[config.mk]
export PLATFORM = sky130hd
export DESIGN_NAME = gap_aware_noise_variance_unit
export DESIGN_NICKNAME = d
export VERILOG_FILES = /design/src/hdl/ganv_pkg.sv /design/src/hdl/ganv_arith.sv /design/src/hdl/gap_aware_noise_variance_unit.sv
export SDC_FILE = /design/constraint.sdc
export NUM_CORES = 2
export LEC_CHECK = 0
export ABC_AREA = 0
export BUFFER_PORTS_ARGS = -buffer_cell sky130_fd_sc_hd__buf_2
export CORE_ASPECT_RATIO = 1.75
export CORE_MARGIN = 4
export CORE_UTILIZATION = 30
export DETAILED_ROUTE_END_ITERATION = 16
export PLACE_DENSITY = 0.45
export SYNTH_ARGS = -nofsm -noshare
export SYNTH_HDL_FRONTEND = slang
export SYNTH_HIERARCHICAL = 1
export SYNTH_SLANG_ARGS = --single-unit
[constraint.sdc]
create_clock -name aclk -period 11.3 [get_ports aclk]
set_clock_uncertainty 0.1 [all_clocks]
set_input_delay 2.825 -clock aclk [delete_from_list [all_inputs] [get_ports aclk]]
set_output_delay 2.825 -clock aclk [all_outputs]
set_load 0.1 [all_outputs]
[src/hdl/ganv_pkg.sv]
// Package for the gap-aware noise variance unit.
// Holds widths, the shared arithmetic unit's operation codes, register indices and handshake types.
// No dependencies.
package ganv_pkg;

    localparam int MAX_SAMPLES = 1048576;
    localparam int COUNT_W     = 21;
    localparam int SUM_W       = 37;
    localparam int SQSUM_W     = 53;
    localparam int DTOT_W      = 38;
    localparam int WIDE_W      = 74;
    localparam int DIVR_W      = 42;
    localparam int QUOT_W      = 34;
    localparam int ITER_W      = 7;
    localparam int MUL_ITERS   = 42;
    localparam int DIV_ITERS   = 74;

    localparam logic OP_MUL = 1'b0;
    localparam logic OP_DIV = 1'b1;

    localparam logic [1:0] REG_MAX_GAP  = 2'd0;
    localparam logic [1:0] REG_MIN_DIFF = 2'd1;
    localparam logic [1:0] REG_AUTO_THR = 2'd2;

    typedef struct packed {
        logic start;
        logic op;
    } arith_req_t;

    typedef struct packed {
        logic busy;
        logic done;
        logic ovf;
    } arith_rsp_t;

endpackage

[src/hdl/ganv_arith.sv]
// Shared iterative arithmetic unit: shift-add multiply and restoring divide.
// One bit per cycle; depends on ganv_pkg.
module ganv_arith
    import ganv_pkg::*;
(
    input  logic                  aclk,
    input  logic                  aresetn,
    input  arith_req_t            req,
    input  logic [WIDE_W-1:0]     opa,
    input  logic [DIVR_W-1:0]     opb,
    output arith_rsp_t            rsp,
    output logic [WIDE_W-1:0]     product,
    output logic [QUOT_W-1:0]     quotient
);

    logic              busy_reg;
    logic              done_reg;
    logic              op_reg;
    logic [ITER_W-1:0] iter_reg;
    logic [WIDE_W-1:0] a_reg;
    logic [DIVR_W-1:0] b_reg;
    logic [WIDE_W-1:0] acc_reg;
    logic [DIVR_W:0]   rem_reg;
    logic [QUOT_W-1:0] q_reg;
    logic              ovf_reg;

    logic [DIVR_W:0]   rem_shift;
    logic              fits;
    logic [ITER_W-1:0] iter_last;

    // One divide step: bring down the next dividend bit and try the divisor
    assign rem_shift = {rem_reg[DIVR_W-1:0], a_reg[WIDE_W-1]};
    assign fits      = rem_shift >= {1'b0, b_reg};
    assign iter_last = (op_reg == OP_DIV) ? ITER_W'(DIV_ITERS - 1) : ITER_W'(MUL_ITERS - 1);

    // Control: count iterations, flag completion for one cycle
    always_ff @(posedge aclk) begin
        if (!aresetn) begin
            busy_reg <= 1'b0;
            done_reg <= 1'b0;
        end else begin
            done_reg <= 1'b0;
            if (req.start && !busy_reg) begin
                busy_reg <= 1'b1;
            end else if (busy_reg && iter_reg == iter_last) begin
                busy_reg <= 1'b0;
                done_reg <= 1'b1;
            end
        end
    end

    // Datapath: load operands, then one multiply or divide step a cycle
    always_ff @(posedge aclk) begin
        if (req.start && !busy_reg) begin
            op_reg   <= req.op;
            iter_reg <= '0;
            a_reg    <= opa;
            b_reg    <= opb;
            acc_reg  <= '0;
            rem_reg  <= '0;
            q_reg    <= '0;
            ovf_reg  <= 1'b0;
        end else if (busy_reg) begin
            iter_reg <= iter_reg + 1'b1;
            if (op_reg == OP_MUL) begin
                if (b_reg[0]) begin
                    acc_reg <= acc_reg + a_reg;
                end
                a_reg <= {a_reg[WIDE_W-2:0], 1'b0};
                b_reg <= {1'b0, b_reg[DIVR_W-1:1]};
            end else begin
                a_reg   <= {a_reg[WIDE_W-2:0], 1'b0};
                rem_reg <= fits ? rem_shift - {1'b0, b_reg} : rem_shift;
                q_reg   <= {q_reg[QUOT_W-2:0], fits};
                ovf_reg <= ovf_reg | q_reg[QUOT_W-1];
            end
        end
    end

    assign rsp.busy = busy_reg;
    assign rsp.done = done_reg;
    assign rsp.ovf  = ovf_reg;
    assign product  = acc_reg;
    assign quotient = q_reg;

endmodule

[src/hdl/gap_aware_noise_variance_unit.sv]
// Gap-aware lag-1 noise variance unit: one sample a transaction, a result on tlast.
// An accepted sample is registered, squared and accumulated in turn; the block is not
// ready meanwhile. On the last sample a sequencer runs nine operations through one shared
// bit-serial unit, six multiplies and three divides, after which m_tvalid rises once the
// output register is free. The auto threshold count/20 comes from a reciprocal multiply.
// A finished result waits in the output register while the next series is taken in.
// Depends on ganv_pkg and ganv_arith.
module gap_aware_noise_variance_unit
    import ganv_pkg::*;
(
    input  logic          aclk,
    input  logic          aresetn,
    // APB-style configuration port
    input  logic          psel,
    input  logic          penable,
    input  logic          pwrite,
    input  logic [3:0]    paddr,
    input  logic [31:0]   pwdata,
    output logic [31:0]   prdata,
    output logic          pready,
    // Sample stream
    input  logic          s_tvalid,
    output logic          s_tready,
    input  logic [47:0]   s_tdata,   // sample [15:0], position [46:16], zero pad
    input  logic          s_tlast,
    // Result stream
    output logic          m_tvalid,
    input  logic          m_tready,
    output logic [103:0]  m_tdata,   // mean [15:0], total var [47:16],
                                     // noise var [80:48], diff count [100:81], pad
    output logic [1:0]    m_tuser    // stats_valid [0], noise_valid [1]
);

    localparam logic [2:0] ST_IDLE  = 3'd0;
    localparam logic [2:0] ST_SQ    = 3'd1;
    localparam logic [2:0] ST_ACC   = 3'd2;
    localparam logic [2:0] ST_ISSUE = 3'd3;
    localparam logic [2:0] ST_WAIT  = 3'd4;
    localparam logic [2:0] ST_OUT   = 3'd5;

    localparam logic [3:0] STEP_LAST = 4'd8;

    // ceil(2^25 / 20): exact floor(count / 20) for every count up to 2^22
    localparam logic [20:0] THR_RECIP = 21'd1677722;

    // Configuration registers
    logic [15:0] max_gap_reg;
    logic [19:0] min_diff_reg;
    logic        auto_thr_reg;

    // Series state
    logic [COUNT_W-1:0]        count_reg;
    logic [SUM_W-1:0]          sum_reg;
    logic [SQSUM_W-1:0]        sqsum_reg;
    logic [15:0]               prev_sample_reg;
    logic [30:0]               prev_pos_reg;
    logic signed [DTOT_W-1:0]  dtot_reg;
    logic [SQSUM_W-1:0]        dsqsum_reg;
    logic [COUNT_W-1:0]        nd_reg;

    // Item pipeline
    logic [2:0]   state_reg;
    logic [15:0]  in_sample_reg;
    logic [30:0]  in_pos_reg;
    logic         in_last_reg;
    logic [31:0]  sq_reg;
    logic [33:0]  dsq_reg;
    logic signed [16:0] d_reg;
    logic         take_reg;
    logic         pair_reg;

    // Final computation
    logic [3:0]          step_reg;
    logic [WIDE_W-1:0]   p_reg;
    logic [WIDE_W-1:0]   num_reg;
    logic [DIVR_W-1:0]   den_reg;
    logic [31:0]         var_reg;
    logic [32:0]         noise_reg;
    logic [15:0]         mean_reg;
    logic [COUNT_W-1:0]  thr_auto_reg;

    // Output register
    logic          m_tvalid_reg;
    logic [103:0]  m_tdata_reg;
    logic [1:0]    m_tuser_reg;

    arith_req_t         areq;
    arith_rsp_t         arsp;
    logic [WIDE_W-1:0]  opa;
    logic [DIVR_W-1:0]  opb;
    logic [WIDE_W-1:0]  product;
    logic [QUOT_W-1:0]  quotient;

    logic               cfg_wr;
    logic signed [32:0] pos_delta;
    logic signed [32:0] gap_limit;
    logic signed [16:0] d_now;
    logic [DTOT_W-1:0]  dtot_abs;
    logic [SUM_W-1:0]   absd;
    logic [WIDE_W:0]    num_diff;
    logic [41:0]        thr_prod;
    logic [COUNT_W-1:0] thr;
    logic               sv;
    logic               nv;
    logic               out_free;

    // Configuration writes and reads
    assign cfg_wr = psel && penable && pwrite && pready;
    assign pready = 1'b1;

    always_ff @(posedge aclk) begin
        if (!aresetn) begin
            max_gap_reg  <= 16'd0;
            min_diff_reg <= 20'd16;
            auto_thr_reg <= 1'b1;
        end else if (cfg_wr) begin
            case (paddr[3:2])
                REG_MAX_GAP:  max_gap_reg  <= pwdata[15:0];
                REG_MIN_DIFF: min_diff_reg <= pwdata[19:0];
                REG_AUTO_THR: auto_thr_reg <= pwdata[0];
                default: ;
            endcase
        end
    end

    always_comb begin
        case (paddr[3:2])
            REG_MAX_GAP:  prdata = {16'd0, max_gap_reg};
            REG_MIN_DIFF: prdata = {12'd0, min_diff_reg};
            REG_AUTO_THR: prdata = {31'd0, auto_thr_reg};
            default:      prdata = 32'd0;
        endcase
    end

    // Gap test and lag-1 difference of the held sample
    assign pos_delta = $signed({2'b00, in_pos_reg}) - $signed({2'b00, prev_pos_reg});
    assign gap_limit = $signed({16'd0, {1'b0, max_gap_reg} + 17'd1});
    assign d_now     = $signed({1'b0, in_sample_reg}) - $signed({1'b0, prev_sample_reg});

    // Operands of the shared unit per step
    assign dtot_abs = dtot_reg[DTOT_W-1] ? DTOT_W'(-dtot_reg) : DTOT_W'(dtot_reg);
    assign absd     = dtot_abs[SUM_W-1:0];

    always_comb begin
        areq.start = (state_reg == ST_ISSUE);
        areq.op    = OP_MUL;
        opa        = '0;
        opb        = '0;
        case (step_reg)
            4'd0: begin
                opa = WIDE_W'(sqsum_reg);
                opb = DIVR_W'(count_reg);
            end
            4'd1: begin
                opa = WIDE_W'(sum_reg);
                opb = DIVR_W'(sum_reg);
            end
            4'd2: begin
                opa = WIDE_W'(count_reg);
                opb = DIVR_W'(count_reg - 1'b1);
            end
            4'd3: begin
                areq.op = OP_DIV;
                opa     = num_reg;
                opb     = den_reg;
            end
            4'd4: begin
                opa = WIDE_W'(dsqsum_reg);
                opb = DIVR_W'(nd_reg);
            end
            4'd5: begin
                opa = WIDE_W'(absd);
                opb = DIVR_W'(absd);
            end
            4'd6: begin
                opa = WIDE_W'(nd_reg);
                opb = DIVR_W'(nd_reg - 1'b1);
            end
            4'd7: begin
                areq.op = OP_DIV;
                opa     = num_reg;
                opb     = den_reg;
            end
            4'd8: begin
                areq.op = OP_DIV;
                opa     = WIDE_W'(sum_reg);
                opb     = DIVR_W'(count_reg);
            end
            default: ;
        endcase
    end

    ganv_arith u_arith (
        .aclk     (aclk),
        .aresetn  (aresetn),
        .req      (areq),
        .opa      (opa),
        .opb      (opb),
        .rsp      (arsp),
        .product  (product),
        .quotient (quotient)
    );

    // Numerator: first product minus second, clamped at zero
    assign num_diff = {1'b0, p_reg} - {1'b0, product};

    // Auto threshold base: count / 20 by reciprocal multiply
    assign thr_prod = {21'd0, count_reg} * {21'd0, THR_RECIP};

    // Validity and threshold
    assign thr = auto_thr_reg ? ((thr_auto_reg > COUNT_W'(16)) ? thr_auto_reg : COUNT_W'(16))
                              : COUNT_W'(min_diff_reg);
    assign sv  = count_reg >= COUNT_W'(2);
    assign nv  = (nd_reg >= thr) && (nd_reg >= COUNT_W'(2));

    assign out_free = !m_tvalid_reg || m_tready;
    assign s_tready = (state_reg == ST_IDLE);

    // Sequencer
    always_ff @(posedge aclk) begin
        if (!aresetn) begin
            state_reg <= ST_IDLE;
            step_reg  <= 4'd0;
        end else begin
            case (state_reg)
                ST_IDLE: begin
                    if (s_tvalid) begin
                        state_reg <= ST_SQ;
                    end
                end
                ST_SQ: state_reg <= ST_ACC;
                ST_ACC: begin
                    step_reg  <= 4'd0;
                    state_reg <= in_last_reg ? ST_ISSUE : ST_IDLE;
                end
                ST_ISSUE: state_reg <= ST_WAIT;
                ST_WAIT: begin
                    if (arsp.done) begin
                        if (step_reg == STEP_LAST) begin
                            state_reg <= ST_OUT;
                        end else begin
                            step_reg  <= step_reg + 4'd1;
                            state_reg <= ST_ISSUE;
                        end
                    end
                end
                ST_OUT: begin
                    if (out_free) begin
                        state_reg <= ST_IDLE;
                    end
                end
                default: state_reg <= ST_IDLE;
            endcase
        end
    end

    // Capture the transaction, square, then accumulate
    always_ff @(posedge aclk) begin
        if (state_reg == ST_IDLE && s_tvalid) begin
            in_sample_reg <= s_tdata[15:0];
            in_pos_reg    <= s_tdata[46:16];
            in_last_reg   <= s_tlast;
        end
        if (state_reg == ST_SQ) begin
            sq_reg   <= in_sample_reg * in_sample_reg;
            dsq_reg  <= 34'(d_now * d_now);
            d_reg    <= d_now;
            take_reg <= count_reg < COUNT_W'(MAX_SAMPLES);
            pair_reg <= (count_reg != '0) && (pos_delta <= gap_limit);
        end
    end

    always_ff @(posedge aclk) begin
        if (!aresetn) begin
            count_reg       <= '0;
            sum_reg         <= '0;
            sqsum_reg       <= '0;
            prev_sample_reg <= '0;
            prev_pos_reg    <= '0;
            dtot_reg        <= '0;
            dsqsum_reg      <= '0;
            nd_reg          <= '0;
        end else if (state_reg == ST_ACC && take_reg) begin
            count_reg       <= count_reg + 1'b1;
            sum_reg         <= sum_reg + SUM_W'(in_sample_reg);
            sqsum_reg       <= sqsum_reg + SQSUM_W'(sq_reg);
            prev_sample_reg <= in_sample_reg;
            prev_pos_reg    <= in_pos_reg;
            if (pair_reg) begin
                dtot_reg   <= dtot_reg + DTOT_W'(d_reg);
                dsqsum_reg <= dsqsum_reg + SQSUM_W'(dsq_reg);
                nd_reg     <= nd_reg + 1'b1;
            end
        end else if (state_reg == ST_OUT && out_free) begin
            // Drop the series once its result is handed over
            count_reg       <= '0;
            sum_reg         <= '0;
            sqsum_reg       <= '0;
            prev_sample_reg <= '0;
            prev_pos_reg    <= '0;
            dtot_reg        <= '0;
            dsqsum_reg      <= '0;
            nd_reg          <= '0;
        end
    end

    // Store each step's result
    always_ff @(posedge aclk) begin
        if (state_reg == ST_ISSUE) begin
            thr_auto_reg <= COUNT_W'(thr_prod[41:25]);
        end
        if (state_reg == ST_WAIT && arsp.done) begin
            case (step_reg)
                4'd0, 4'd4: p_reg <= product;
                4'd1, 4'd5: num_reg <= num_diff[WIDE_W] ? '0 : num_diff[WIDE_W-1:0];
                4'd2: den_reg <= product[DIVR_W-1:0];
                4'd3: var_reg <= (arsp.ovf || quotient[QUOT_W-1:32] != '0)
                                 ? '1 : quotient[31:0];
                4'd6: den_reg <= {product[DIVR_W-2:0], 1'b0};
                4'd7: noise_reg <= (arsp.ovf || quotient[QUOT_W-1] != 1'b0)
                                   ? '1 : quotient[32:0];
                4'd8: mean_reg <= (arsp.ovf || quotient[QUOT_W-1:16] != '0)
                                  ? '1 : quotient[15:0];
                default: ;
            endcase
        end
    end

    // Output register
    always_ff @(posedge aclk) begin
        if (!aresetn) begin
            m_tvalid_reg <= 1'b0;
        end else if (state_reg == ST_OUT && out_free) begin
            m_tvalid_reg <= 1'b1;
        end else if (m_tready) begin
            m_tvalid_reg <= 1'b0;
        end
    end

    always_ff @(posedge aclk) begin
        if (state_reg == ST_OUT && out_free) begin
            m_tdata_reg <= {3'd0,
                            (nd_reg[COUNT_W-1] ? 20'hFFFFF : nd_reg[19:0]),
                            (nv ? noise_reg : 33'd0),
                            (sv ? var_reg : 32'd0),
                            ((count_reg != '0) ? mean_reg : 16'd0)};
            m_tuser_reg <= {nv, sv};
        end
    end

    assign m_tvalid = m_tvalid_reg;
    assign m_tdata  = m_tdata_reg;
    assign m_tuser  = m_tuser_reg;

endmodule

-- Word level (Yosys, flattened, before mapping)
Index checks and enable logic that the tools add are counted.
- bitwise logic cells: 3
- shift operators: 0
- eq/ne operators: 22
- reductions and logical operators: 50
- add/subtract/negate cells: 17
- multiplexer cells: 46
- $lt $le $gt $ge: 7
- $mul: 3
- div/mod/pow operators: 0
- operators by type and width (operator ; number):
    $pmux 74 s7 ; 1
    $pmux 42 s7 ; 1
    $mux 53 ; 4
    $mux 42 ; 4
    $mux 74 ; 2
    $mux 38 ; 3
    $mux 37 ; 3
    $mux 21 ; 4
    $pmux 42 s2 ; 1
    $sub 74x74->75 ; 1
    $add 74x74->74 ; 1
    $mux 31 ; 2
    $pmux 20 s3 ; 1
    $add 53x32->53 ; 1
    $add 53x34->53 ; 1
    $sub 21x1->22 const B ; 2
    $ge 43x42->1 ; 1
    $add 21x1->21 const B ; 2
    $ge 21x2->1 const B ; 2
    $sub 42x42->42 ; 1
    $mul 21x20->41 const B ; 1
    $add 38x17->38 ; 1
    $add 37x16->37 ; 1
    $neg 37->37 ; 1
    other kinds (48) ; 106
- latch bits: 0
- input port bits: 92
- memories: 0
- register bits: 1116
- bits in writable memories: 0
- bits in read-only memories: 0
- output and inout port bits: 141
- logic and storage cells: 192

-- Logic depth before layout (Yosys ltp)
- word-level depth: 5
- mapped depth: 38
- mapped depth without buffers: 36

-- Cells and area by module
Netlist, hierarchy kept.
- by module, submodules not included (module ; area an instance (um2) ; cells each ; sequential area each (um2) ; times used):
    gap_aware_noise_variance_unit ; 72697.2 ; 7715 ; 21951.1 ; 1
    ganv_arith ; 17423.0 ; 2142 ; 6716.4 ; 1

-- Least setup slack after synthesis
OpenSTA, ideal clock, no wires.
- kind: flip-flop to flip-flop
- from: register in_sample_reg[0]
- to: register dsq_reg[30] (data pin)
- library setup time: 0.258 ns
- path buffers: 2
- required time: 10.942 ns
- cell stages (with the launch flop): 36
- data arrival time: 8.459 ns
- slack: 2.484 ns
- path through: edfxtp_1 -> inv_1 -> ha_1 -> inv_1 -> fa_1 -> a21o_1 -> a21oi_1 -> nor2b_1 -> o21ai_0 -> a211oi_1 -> nor3_1 -> o41ai_2 -> a31oi_1 -> inv_1 -> clkbuf_1 -> nor2_1 -> inv_1 -> fa_1 -> inv_1 -> fa_1 -> fa_1 -> fa_1 -> fa_1 -> inv_1 -> fa_1 -> inv_1 -> ha_1 -> clkbuf_1 -> a21o_1 -> a21oi_1 -> o21bai_1 -> a21o_1 -> a21oi_1 -> o21ai_0 -> a21oi_1 -> xnor2_1
- longest elaborated chain between the ends: 2
- RTL lines (element ; RTL line ; source):
    from (decl) ; gap_aware_noise_variance_unit.sv:63 ; logic [15:0] in_sample_reg;
    from (signal assigned) ; gap_aware_noise_variance_unit.sv:260 ; in_sample_reg <= s_tdata[15:0];
    $sub 16x16->17 ; gap_aware_noise_variance_unit.sv:138 ; assign d_now = $signed({1'b0, in_sample_reg}) - $signed({1'b0, prev_sample_reg});
    $mul 17x17->34 ; gap_aware_noise_variance_unit.sv:266 ; dsq_reg <= 34'(d_now * d_now);
    to (signal assigned) ; gap_aware_noise_variance_unit.sv:266 ;
    to (decl) ; gap_aware_noise_variance_unit.sv:67 ; logic [33:0] dsq_reg;
Every way passes these cells.
A chain may end at the register's enable or synchronous reset.

-- Final worst setup path
- from: register in_sample_reg[0]
- to: register dsq_reg[32] (data pin)
The elaborated chain is that of the path after synthesis.

==> results.txt <==
- Status: complete, no violations
* DRC viols: 0
- Of the cells placed in the final design, the portion with a size suffix greater than 1 is 0.0719.
* Highest clock frequency the design can meet: 100 MHz
- The multi-input combinational cells in the finished layout cover a total of 55500 sq um.
- The filler cells instantiated in the layout total 31.0k.
* Commonest cells after routing, fill and taps aside: nand2_1, inv_1, ha_1
- Number of buffers created by CTS: 119
- MaxCap Viol Count: 0
- The hold violation total from the final report came to 0.
- RSZ-0062 raised after global routing: false
- The first global-routing pass estimated 473000 um of wire.
* Synthesized netlist cell count: 9856
* Register clock-pin slew on the reported worst setup and hold paths: 0.07 ns
- The H-tree generated during clock tree synthesis spans 3 levels.
- Measured along the y axis, the die boundary spans 733 um.
* Flip-flop count of the largest register, all copies and words added: 101
- In this run, post-CTS repair resized a total of 0 instances.
* Top Family by Delay on Critical Path: adder cells
- HPWL reported at the end of detailed placement: 255000 um
- Counting both buffers and inverters, the worst setup path holds a total of 7.
- The tightest min-delay check is of the flop to flop type.
* Aggregate global-route resource usage: 0.201
* Effective utilization at floorplan: 0.301
* Slew of the pin with the lowest slew margin: 1.25 ns
- After detailed routing, the average wire length per cell comes to 23.0 um.
* Final worst path period share: 0.883
- Worst r2r src: in_sample_reg[0]
- Counting stages on the worst path, the most repeated cell is fa_1.
- On the critical path, the stage with the largest delay is an instance of o311ai_1.
- Worst reg2reg setup slack: 1.32 ns
- The worst pin sits at a relative slew slack of 0.160.
- Num rows: 266
- Mapped Area: 90100 sq um
* Mean Syn Cell Area: 9.14 sq um
- Summed over all layers, the routed wires come to 319000 um.
* Total grt overflow: 0
- In the final timing run, aggregate negative setup slack is 0 ns.
* Area taken by flip-flops and latches: 28700 sq um
- Max-slew violation count: 0
- Buffers placed on the I/O ports in this run total 201.
* Sinks on the clock net: 1113
* Hold Buf Count CTS: 0
- # nets final: 11.4k
* Startpoint of the tightest hold check path: var_reg[1]
- For this run, the share of the core covered by cells in the final layout is 0.332.
- The number of global-route vias before repair is 74.8k.
- Width of the die: 422 um
* Data required time of the critical path: 11.84 ns
- CTS tree: built
- Counting cells, the worst reg-to-reg path comes to 33.
* Critical path type: flop to flop
- Area growth from synthesis to final layout: 10.5%
- Cell chosen for the clock root: clkbuf_16
- The worst setup path is launched from a flop.
* Post-CTS Setup Inserts: 0
- The number of antenna violations at the first check in global routing is 12.
* Number of violations reported at the end of detailed-routing iteration 0: 4762
* Arrival @ worst endpoint: 10.52 ns
* Via count: 72.2k
- Worst-case clock buffer depth: 3
* Crit path max fanout: 8
- After layout, the minimum clock period comes to 9.98 ns.
- The worst setup path is captured at a flop.
- The path with the worst hold slack has its endpoint at m_tdata[17].
- Die outline area: 310000 sq um
- Counting instances, the worst hold path has a depth of 1.
- The library cell used most frequently in the layout, excluding fill and tap cells, is nand2_1.
- Pin placement for this block handled 233 I/O pins.
* TritonRoute pass-1 iters: 8
- Final antenna-violating net count: 0
* Synthesis Warnings: 6
* Maximum single-stage delay on the critical path: 0.65 ns
* Final estimated routing congestion in global placement: 0.959
- For the worst-skew pair, the clock arrives at the later sink with an insertion delay of 0.83 ns.
* DR vias/cell: 5.20
* Final setup violation count: 0
- Endpoint of the most critical register-to-register path: dsq_reg[32]
- The region available for standard cell placement spans 300000 sq um.
- Maximum number of pins on one net before global-route repair: 126
worst reg2reg max path: cells and delay by family, from the launching register on:
family,cells,cell delay (ns)
AOI/OAI and AO/OA,7,2.32
xor gates and xnor gates,1,0.38
adders and majority gates,9,3.91
buffers and inverters,7,0.86
DFF,1,0.38
and+or+nand+nor,9,1.92
per-stage QoR:
step	cells	area [sq um]	setup slack, ns	hold WS, ns
after floorplan	9870	90200	2.48	0.330
after global placement	13600	95400	1.29	0.349
after detailed placement	13600	95400	1.25	0.360
after CTS	13900	99600	1.25	0.343
after global routing	13900	99600	0.792	0.378
final	13900	99600	1.32	0.353
worst max-delay path by stage:
stage	cells after the start	slack (ns)	endpoint	from
after floorplan	35	2.48	dsq_reg[30]	in_sample_reg[0]
after global placement	33	1.29	dsq_reg[32]	in_sample_reg[0]
after detailed placement	33	1.25	dsq_reg[32]	in_sample_reg[0]
after CTS	33	1.25	dsq_reg[32]	in_sample_reg[0]
after global routing	33	0.79	dsq_reg[32]	in_sample_reg[0]
final	33	1.32	dsq_reg[32]	in_sample_reg[0]
final cells by class:
type                            instances  share of cell area
Inverter                             1146              0.0434
Sequential cell                      1113               0.288
Clock inverter                         88              0.0110
Multi-Input combinational cell       7165               0.558
Tap cell                             3886              0.0488
Timing Repair Buffer                  331              0.0202
Antenna cell                            4            0.000101
Clock buffer                          140              0.0312
per-layer routing:
metal	part of all wire	GRT usage	wire length, um
met5	0.00017	0	53
met4	0.089	0.148	28500
met2	0.55	0.396	175000
met3	0.033	0.0203	10400
met1	0.33	0.189	106000
Power is not shown: default switching activity piles up to over one toggle a cycle in this logic, so the estimate is an artifact.
